<file path="config.mk">
export PLATFORM = sky130hd
export DESIGN_NAME = hbc_parser
export DESIGN_NICKNAME = d
export VERILOG_FILES = /design/src/rtl/hbc_pkg.sv /design/src/rtl/hbc_match.sv /design/src/rtl/hbc_parser.sv
export SDC_FILE = /design/constraint.sdc
export NUM_CORES = 1
export LEC_CHECK = 0
export ABC_CLOCK_PERIOD_IN_PS = 3800
export BUFFER_PORTS_ARGS = -buffer_cell sky130_fd_sc_hd__buf_2
export CAP_MARGIN = 20
export CORE_AREA = 2 2 154 141
export DETAILED_ROUTE_END_ITERATION = 16
export DIE_AREA = 0 0 156 143
export PLACE_DENSITY = 0.68
export SYNTH_ARGS = -nofsm -noshare
export SYNTH_HDL_FRONTEND = slang
export SYNTH_SLANG_ARGS = --single-unit
</file>
<file path="constraint.sdc">
create_clock -name clk -period 3.8 [get_ports clk]
set_input_delay 0.76 -clock clk [delete_from_list [all_inputs] [get_ports clk]]
set_output_delay 0.76 -clock clk [all_outputs]
set_load 0.005 [all_outputs]
</file>
<file path="src/rtl/hbc_pkg.sv">
`timescale 1ns / 1ps

package hbc_pkg;

	localparam int unsigned MAX_RECORDS = 64;
	localparam int unsigned REC_W = 7;

	localparam logic [7:0] MAGIC_BYTES [4] = '{8'h42, 8'h44, 8'h4C, 8'h35};

	localparam logic [7:0] CT_HANDSHAKE = 8'h16;
	localparam logic [7:0] HT_CLIENT_HELLO = 8'd1;
	localparam logic [7:0] HT_CERTIFICATE = 8'd11;
	localparam logic [7:0] HT_FINISHED = 8'd20;
	localparam logic [3:0] HT_BYTE_POS = 4'd13;
	localparam logic [3:0] MIN_HS_LEN = 4'd14;

	localparam logic [47:0] PAT_KEM_NAME = 48'h4D4C2D4B454D;
	localparam logic [23:0] PAT_KEM_ID = 24'h00011D;
	localparam logic [71:0] PAT_SIG = 72'h64696C69746869756D;

	localparam int unsigned MF_KEM_NAME = 0;
	localparam int unsigned MF_KEM_ID = 1;
	localparam int unsigned MF_SIG = 2;

	localparam int unsigned BF_HELLO = 0;
	localparam int unsigned BF_CERT = 1;
	localparam int unsigned BF_KEM = 2;
	localparam int unsigned BF_FINISHED = 3;
	localparam int unsigned BF_SIG = 4;

	typedef enum logic [5:0] {
		PH_MAGIC = 6'b000001,
		PH_COUNT = 6'b000010,
		PH_LEN   = 6'b000100,
		PH_BODY  = 6'b001000,
		PH_TRAIL = 6'b010000,
		PH_ERROR = 6'b100000
	} hbc_phase_t;

	typedef enum logic [1:0] {
		ST_VERIFIED   = 2'd0,
		ST_INCOMPLETE = 2'd1,
		ST_INVALID    = 2'd2
	} hbc_status_t;

	typedef struct packed {
		hbc_status_t      status;
		logic [4:0]       flags;
		logic [REC_W-1:0] total;
	} hbc_result_t;

endpackage

</file>
<file path="src/rtl/hbc_match.sv">
`timescale 1ns / 1ps

module hbc_match
	import hbc_pkg::*;
(
	input  logic [63:0] window,
	input  logic [3:0]  pos,
	input  logic [7:0]  data_byte,
	output logic [2:0]  hits
);

	always_comb begin
		hits = '0;
		hits[MF_KEM_NAME] = (pos >= 4'd5) && ({window[39:0], data_byte} == PAT_KEM_NAME);
		hits[MF_KEM_ID] = (pos >= 4'd2) && ({window[15:0], data_byte} == PAT_KEM_ID);
		hits[MF_SIG] = (pos >= 4'd8) && ({window, data_byte} == PAT_SIG);
	end

endmodule

</file>
<file path="src/rtl/hbc_parser.sv">
`timescale 1ns / 1ps

module hbc_parser
	import hbc_pkg::*;
(
	input  logic        clk,
	input  logic        arst_n,
	input  logic        take,
	input  logic [7:0]  data_byte,
	input  logic        last_byte,
	output hbc_result_t result
);

	hbc_phase_t       phase_q, phase_n;
	logic [1:0]       idx_q, idx_n;
	logic [31:0]      acc_q, acc_n;
	logic [REC_W-1:0] left_q, left_n;
	logic [REC_W-1:0] count_q, count_n;
	logic [31:0]      remain_q, remain_n;
	logic [3:0]       pos_q, pos_n;
	logic [7:0]       ctype_q, ctype_n;
	logic [7:0]       htype_q, htype_n;
	logic [63:0]      window_q, window_n;
	logic [2:0]       mflags_q, mflags_n;
	logic [4:0]       bflags_q, bflags_n;

	logic [31:0]      acc_shift;
	logic [REC_W-1:0] left_dec;
	logic [31:0]      remain_dec;
	logic [2:0]       hits;

	hbc_match u_match (
		.window    (window_q),
		.pos       (pos_q),
		.data_byte (data_byte),
		.hits      (hits)
	);

	assign acc_shift = {acc_q[23:0], data_byte};
	assign left_dec = left_q - 1'b1;
	assign remain_dec = remain_q - 32'd1;

	always_comb begin
		phase_n = phase_q;
		idx_n = idx_q;
		acc_n = acc_q;
		left_n = left_q;
		count_n = count_q;
		remain_n = remain_q;
		pos_n = pos_q;
		ctype_n = ctype_q;
		htype_n = htype_q;
		window_n = window_q;
		mflags_n = mflags_q;
		bflags_n = bflags_q;
		case (phase_q)
			PH_MAGIC: begin
				if (data_byte != MAGIC_BYTES[idx_q]) begin
					phase_n = PH_ERROR;
				end else if (idx_q == 2'd3) begin
					idx_n = 2'd0;
					phase_n = PH_COUNT;
				end else begin
					idx_n = idx_q + 2'd1;
				end
			end
			PH_COUNT: begin
				acc_n = acc_shift;
				if (idx_q != 2'd3) begin
					idx_n = idx_q + 2'd1;
				end else begin
					idx_n = 2'd0;
					if (acc_shift > 32'(MAX_RECORDS)) begin
						phase_n = PH_ERROR;
					end else begin
						count_n = acc_shift[REC_W-1:0];
						left_n = acc_shift[REC_W-1:0];
						acc_n = '0;
						phase_n = (acc_shift[REC_W-1:0] == '0) ? PH_TRAIL : PH_LEN;
					end
				end
			end
			PH_LEN: begin
				acc_n = acc_shift;
				if (idx_q != 2'd3) begin
					idx_n = idx_q + 2'd1;
				end else begin
					idx_n = 2'd0;
					acc_n = '0;
					remain_n = acc_shift;
					pos_n = '0;
					ctype_n = '0;
					htype_n = '0;
					window_n = '0;
					mflags_n = '0;
					if (acc_shift == 32'd0) begin
						left_n = left_dec;
						phase_n = (left_dec == '0) ? PH_TRAIL : PH_LEN;
					end else begin
						phase_n = PH_BODY;
					end
				end
			end
			PH_BODY: begin
				if (pos_q == 4'd0) begin
					ctype_n = data_byte;
				end
				if (pos_q == HT_BYTE_POS) begin
					htype_n = data_byte;
				end
				mflags_n = mflags_q | hits;
				window_n = {window_q[55:0], data_byte};
				if (pos_q != 4'hF) begin
					pos_n = pos_q + 4'd1;
				end
				remain_n = remain_dec;
				if (remain_dec == 32'd0) begin
					if (ctype_n == CT_HANDSHAKE && pos_n >= MIN_HS_LEN) begin
						if (htype_n == HT_CLIENT_HELLO) begin
							bflags_n[BF_HELLO] = 1'b1;
							if (mflags_n[MF_KEM_NAME] || mflags_n[MF_KEM_ID]) begin
								bflags_n[BF_KEM] = 1'b1;
							end
						end else if (htype_n == HT_CERTIFICATE) begin
							bflags_n[BF_CERT] = 1'b1;
							if (mflags_n[MF_SIG]) begin
								bflags_n[BF_SIG] = 1'b1;
							end
						end else if (htype_n == HT_FINISHED) begin
							bflags_n[BF_FINISHED] = 1'b1;
						end
					end
					left_n = left_dec;
					idx_n = 2'd0;
					acc_n = '0;
					phase_n = (left_dec == '0) ? PH_TRAIL : PH_LEN;
				end
			end
			default: begin
			end
		endcase
	end

	always_comb begin
		if (phase_n != PH_TRAIL) begin
			result.status = ST_INVALID;
			result.flags = '0;
			result.total = '0;
		end else begin
			result.status = (bflags_n[3:0] == 4'hF) ? ST_VERIFIED : ST_INCOMPLETE;
			result.flags = bflags_n;
			result.total = count_n;
		end
	end

	always_ff @(posedge clk or negedge arst_n) begin
		if (!arst_n) begin
			phase_q <= PH_MAGIC;
			idx_q <= '0;
			acc_q <= '0;
			left_q <= '0;
			count_q <= '0;
			remain_q <= '0;
			pos_q <= '0;
			ctype_q <= '0;
			htype_q <= '0;
			window_q <= '0;
			mflags_q <= '0;
			bflags_q <= '0;
		end else if (take) begin
			if (last_byte) begin
				phase_q <= PH_MAGIC;
				idx_q <= '0;
				acc_q <= '0;
				left_q <= '0;
				count_q <= '0;
				remain_q <= '0;
				pos_q <= '0;
				ctype_q <= '0;
				htype_q <= '0;
				window_q <= '0;
				mflags_q <= '0;
				bflags_q <= '0;
			end else begin
				phase_q <= phase_n;
				idx_q <= idx_n;
				acc_q <= acc_n;
				left_q <= left_n;
				count_q <= count_n;
				remain_q <= remain_n;
				pos_q <= pos_n;
				ctype_q <= ctype_n;
				htype_q <= htype_n;
				window_q <= window_n;
				mflags_q <= mflags_n;
				bflags_q <= bflags_n;
			end
		end
	end

	a_sig_needs_cert: assert property (@(posedge clk) disable iff (!arst_n)
		bflags_q[BF_SIG] |-> bflags_q[BF_CERT])
		else $error("signature flag without certificate");

	a_kem_needs_hello: assert property (@(posedge clk) disable iff (!arst_n)
		bflags_q[BF_KEM] |-> bflags_q[BF_HELLO])
		else $error("key-exchange flag without client hello");

	a_error_sticky: assert property (@(posedge clk) disable iff (!arst_n)
		(phase_q == PH_ERROR && take && !last_byte) |=> phase_q == PH_ERROR)
		else $error("framing error left before end of bundle");

endmodule

</file>
==> run metrics, run 1 <==
violated checks=negative setup slack; antenna diode count=0; crit path max fanout=7; hold buffers post-CTS=0; htree depth=4; area delta synth->final=19.4%; Final Critical Period=4.21 ns; number of buffers created by CTS=17; GRT Overall Usage=0.283; FF-to-FF path depth=13; Worst Tran Pin Value=0.890 ns; worst slack, placed=-0.273 ns; worst skew pair latency=0.44 ns; final worst slack=-0.414 ns; Routed Antenna Nets=0; multi-input combinational cell area=5690 sq um; Routed WL per cell=19.4 um; Clock transition at path regs=0.07 ns; status=finished, violations left; Seq/Total Area, Yosys=0.418; Synth top area share=0.415; reg-to-reg startpoint=remain_q[1]; RSZ-0062 raised after global routing=true; CTS Buffer Depth=2; via count=9,935; Fillers=1,731; core box area=20,600 sq um; number of synthesized flops with an enable pin=0; Starting Density=0.495; TritonCTS Sinks=170; Synth area leaders=dfrtp_1, o21ai_0, nand2_1, nor2_1, a22o_1; drt first pass iters=8; CTS tree=done; largest net degree at the start of global routing=84; Setup crit start=remain_q[1]; Worst EP required=3.04 ns; post-synth net total=1,244; maximum VDD drop=0.357 mV; syn avg cell area=8.36 sq um; 1st-iter DRT viols=1,146; CP arrival=3.45 ns; GP Congestion=0.989; Worst setup EP type=output port; skew final=0.00878 ns; pins over their slew limit=0; post-synth top area cell=dfrtp_1; Via density=6.30; #FFs+latches synth=170; number of global-route vias before repair=9,462; post-DP HPWL=20,900 um; most frequent cells in the layout=nand2_1, dfrtp_1, o21ai_0, buf_4, nor2_1; r2r setup slk=0.34 ns; relative slew slack=0.407; row count=50; YS warnings=0; first-pass GRT wire length=50,000 um; Post-route DRC=0; chip width=156 um; Max Cap Viol=0; Synth Cell Area=10,200 sq um; IO Pins=26; Die ar.=22,300 sq um; final hold violations=0; setup TNS=-4.53 ns; Final Setup Violations=14; gr ovfl total=0; Async SR Flop Fraction=1.00; register area=4260 sq um; share of cells above drive strength 1=0.199; worst hold path class=in -> async; P per Cell Area=427 nW/um^2; Cells after Synth=1,218; initial antenna violation count=0; crit path capture=result[8]; RR Endpoint=acc_q[0]; Final Cycle Share=1.11; commonest non-fill, non-tap cell in the layout=nand2_1; f_max=237 MHz; Root Buffer=clkbuf_16; CP startpoint kind=register; Total Nets Final=1,332; Crit Path Class=reg -> out; Cell variety after synth=89; Main synth FF type=dfrtp_1; die height=143 um; Lkg Pwr=0.00513 uW; Routed Wire Length=30,700 um; I/O Buffers=25
==> logic make-up after synthesis <==
group           Yosys count  share of synthesized area
compound gates          345                      0.215
xor+xnor                  6                    0.00516
fa+ha+maj                15                     0.0182
buf+inv                 129                     0.0510
flops                   170                      0.418
mux                      11                     0.0114
simple gates            542                      0.281
==> registers in the layout, indices dropped and copies added (netlist names) <==
name,cells
window_q,64
remain_q,32
left_q,7
count_q,7
acc_q,24
mflags_q,3
idx_q,2
ctype_q,8
pos_q,4
htype_q,8
phase_q,6
bflags_q,5
==> power breakdown <==
group / internal, uW / switching, uW / total (uW)
clock network: 877 / 843 / 1720
registers: 1900 / 129 / 2030
logic: 611 / 833 / 1440
==> how the worst min path moves through the flow <==
stage          slack (ns)  cells past startpoint            to
5_1_grt              0.43                      1  window_q[23]
6_report             0.35                      1   window_q[3]
4_1_cts              0.40                      1   window_q[3]
3_3_place_gp         0.45                      2  window_q[63]
3_5_place_dp         0.46                      2  window_q[63]
2_1_floorplan        0.44                      2  window_q[63]
==> worst max-delay path, cell delays in order (launching register included) <==
cell and delay, ns:
dfrtp_1 0.39, inv_2 0.09, ha_4 0.15, or4b_4 0.49
or4_4 0.43, nand3_2 0.10, nand4_1 0.09, nor4_2 0.35
buf_4 0.19, and3_4 0.24, a21o_1 0.14, nor3b_1 0.21
buf_2 0.16
==> cell usage after synthesis, types with 3 or more instances <==
master	count
a31o_2	3
nand2b_1	27
dfrtp_1	169
nand3_1	35
nand2_1	176
nor4_2	3
a211oi_1	3
o211ai_1	8
nand3b_1	5
nand4_1	36
clkbuf_1	72
nor3b_1	10
a22oi_1	5
a21oi_1	51
a31oi_1	8
buf_2	9
nor3_1	40
inv_1	43
nor4bb_1	4
xnor2_1	4
nor4_4	3
or2_2	6
a22o_1	33
nor4_1	27
nor4b_1	12
a41oi_1	4
and3_1	11
or4_1	6
mux2i_1	9
o21ai_0	160
a2111oi_0	4
and4_1	3
o31ai_1	9
o221ai_1	14
or3_1	12
nor2_1	88
a21o_1	3
nand4b_1	6
nor2b_1	12
o22ai_1	8
ha_1	14
==> final cells by class <==
cell class              count  area share
flip-flops and latches    170       0.350
multi-input cells         919       0.468
clock buffers              17      0.0350
well taps                 260      0.0267
clock inverters            14      0.0124
repair buffers            155      0.0946
inverters                  43      0.0133
==> metal layers <==
layer	vias up	track usage	wire length [um]
li1	4618	-	-
met1	4784	0.414	13800
met2	466	0.427	13700
met3	67	0.0513	2460
met4	0	0.0879	661
met5	-	0	0
==> through the flow <==
step / cell area, sq um / power, uW / instances / hold slack [ns] / util
CTS: 12100 / 5130 / 1577 / 0.398 / 0.586
global placement: 11300 / 3320 / 1542 / 0.452 / 0.547
finish: 12200 / 5200 / 1578 / 0.353 / 0.591
floorplan: 10200 / 2790 / 1218 / 0.441 / -
global route: 12200 / 5410 / 1578 / 0.430 / 0.591
detailed placement: 11300 / 3340 / 1542 / 0.462 / 0.547
==> timing repair <==
action	4_1_cts	5_1_grt
setup buffers	4	1
endpoints found under the setup margin	14	14
cloned	0	0
pin swaps	14	4
gates resized for setup	40	16
Note: power is estimated with default switching activity, not from simulation.
==> run 2: changes to the inputs <==
- RECOVER_POWER: unset -> 50
==> run 2 against run 1 <==
Against the previous run: non-clock buffer count stayed put; register-to-register slack about the same; sequential share of layout area is 0.080 points higher; the run ends with max-capacitance violations, max-slew violations, negative setup slack left; combinational power is essentially flat; critical path depth is the same; flip-flop and latch count unchanged; largest power group unchanged; clock skew grew 0.00092 ns; global-route usage unchanged; core utilization decreased by 0.13 points; clock power about the same.
==> run metrics, run 2 (same netlist as run 1, synthesis figures left out) <==
Endpoint, Worst Hold=window_q[63]; register area=4260 sq um; Design Power=5190 uW; pins over their slew limit=84; worst slack, placed=-0.273 ns; Final Critical Period=4.21 ns; htree depth=4; Comb power frac=0.278; hold buffers post-CTS=0; row count=50; Sw Share=0.347; P_int=3390 uW; Lkg Pwr=0.00511 uW; DR top layer=met4; initial antenna violation count=0; number of global-route vias before repair=9,462; Worst EP required=3.04 ns; skew final=0.00971 ns; Max Cap Viol=1; gr ovfl total=0; I/O Buffers=25; r2r setup slk=0.35 ns; maximum VDD drop=0.355 mV; Reg with most FFs=window_q; die height=143 um; violated checks=max-capacitance violations, max-slew violations, negative setup slack; most frequent cells in the layout=nand2_1, dfrtp_1, o21ai_0, buf_4, nor2_1; relative slew slack=-0.399; largest net degree at the start of global routing=84; Worst setup EP type=output port; switching pwr=1800 uW; final hold violations=0; RR Endpoint=left_q[6]; Routed Wire Length=30,700 um; Final Setup Violations=14; Root Buffer=clkbuf_16; chip width=156 um; GRT Overall Usage=0.283; first-pass GRT wire length=50,000 um; Total Nets Final=1,332; GP Congestion=0.989; 1st-iter DRT viols=1,060; P per Cell Area=428 nW/um^2; antenna diode count=0; met1 wire length=14,100 um; Clock transition at path regs=0.07 ns; met2 WL=13,700 um; reg-to-reg startpoint=remain_q[10]; worst hold path class=reg -> reg; Routed WL per cell=19.4 um; Hold Slack=0.473 ns; final worst slack=-0.410 ns; CP startpoint kind=register; worst skew pair latency=0.44 ns; RSZ-0062 raised after global routing=true; multi-input combinational cell area=5690 sq um; Worst Tran Pin Value=2.10 ns; status=finished, violations left; Worst Hold Depth=2; Via density=6.32; TritonCTS Sinks=170; drt first pass iters=6; CTS Buffer Depth=2; met3 routed WL=2240 um; IO Pins=26; Finished Core Util=0.590; worst min-delay path startpoint=window_q[63]; max reg flops=64; Post-route DRC=0; via count=9,972; setup TNS=-4.47 ns; f_max=238 MHz; area delta synth->final=19.2%; Fillers=1,738; number of buffers created by CTS=17; core box area=20,600 sq um; Flop pwr share=0.392; FF-to-FF path depth=10; Starting Density=0.495; Routed Antenna Nets=0; Final Cycle Share=1.11; CTS tree=done; Clock Power Share=0.330; share of cells above drive strength 1=0.198; commonest non-fill, non-tap cell in the layout=nand2_1; post-DP HPWL=20,900 um; Die ar.=22,300 sq um; biggest registers after layout=window_q x64, remain_q x32, acc_q x24; CP arrival=3.45 ns; crit path max fanout=7; Crit Path Class=reg -> out
## run 2: power groups by stage
| stage | Sequential, uW | Combinational (uW) | Clock, uW |
|---|---|---|---|
| floorplan | 2020 | 775 | 0 |
| global placement | 2050 | 1260 | 0 |
| detailed placement | 2060 | 1280 | 0 |
| CTS | 2020 | 1370 | 1740 |
| global route | 2040 | 1560 | 1810 |
| finish | 2030 | 1440 | 1710 |
## run 2: repair_timing
item	CTS	global route
gates resized for setup	40	16
pin swaps	14	4
gates cloned	0	0
buffers inserted	4	1
setup endpoints to repair	14	14
## run 2: worst max-delay path: stages, from the launching register on
cell,delay (ns)
dfrtp_1,0.39
inv_2,0.08
ha_4,0.14
or4b_4,0.49
or4_4,0.43
nand3_2,0.10
nand4_1,0.09
nor4_2,0.35
buf_4,0.19
and3_4,0.24
a21o_1,0.13
nor3b_1,0.20
buf_2,0.16
## run 2: cell type report
| cell class | count | share of cell area |
|---|---|---|
| clock buffer | 17 | 0.0351 |
| clock inverter | 14 | 0.0125 |
| inverter | 43 | 0.0133 |
| multi-input combinational | 919 | 0.469 |
| sequential | 170 | 0.351 |
| tap | 260 | 0.0268 |
| timing repair buffer | 155 | 0.0926 |
## run 2: worst max-delay path by stage
stage                 startpoint         to  slack, ns  depth (start not counted)
floorplan           data_byte[7]  result[0]       0.04                          9
global placement     remain_q[1]  result[1]      -0.23                         12
detailed placement   remain_q[1]  result[3]      -0.27                         12
CTS                 remain_q[10]  result[6]      -0.34                         10
global route         remain_q[0]  result[8]      -0.56                         12
finish               remain_q[1]  result[8]      -0.41                         12
## run 2: stage by stage
| step | instances | area (sq um) |
|---|---|---|
| floorplan | 1218 | 10200 |
| CTS | 1577 | 12100 |
| global placement | 1542 | 11300 |
| global route | 1578 | 12100 |
| detailed placement | 1542 | 11300 |
| finish | 1578 | 12100 |
## run 2: per-layer routing
| layer | up-vias | GRT usage |
|---|---|---|
| met2 | 443 | 0.427 |
| met1 | 4826 | 0.414 |
| met5 | - | 0 |
| met4 | 0 | 0.0879 |
| li1 | 4629 | - |
| met3 | 74 | 0.0513 |
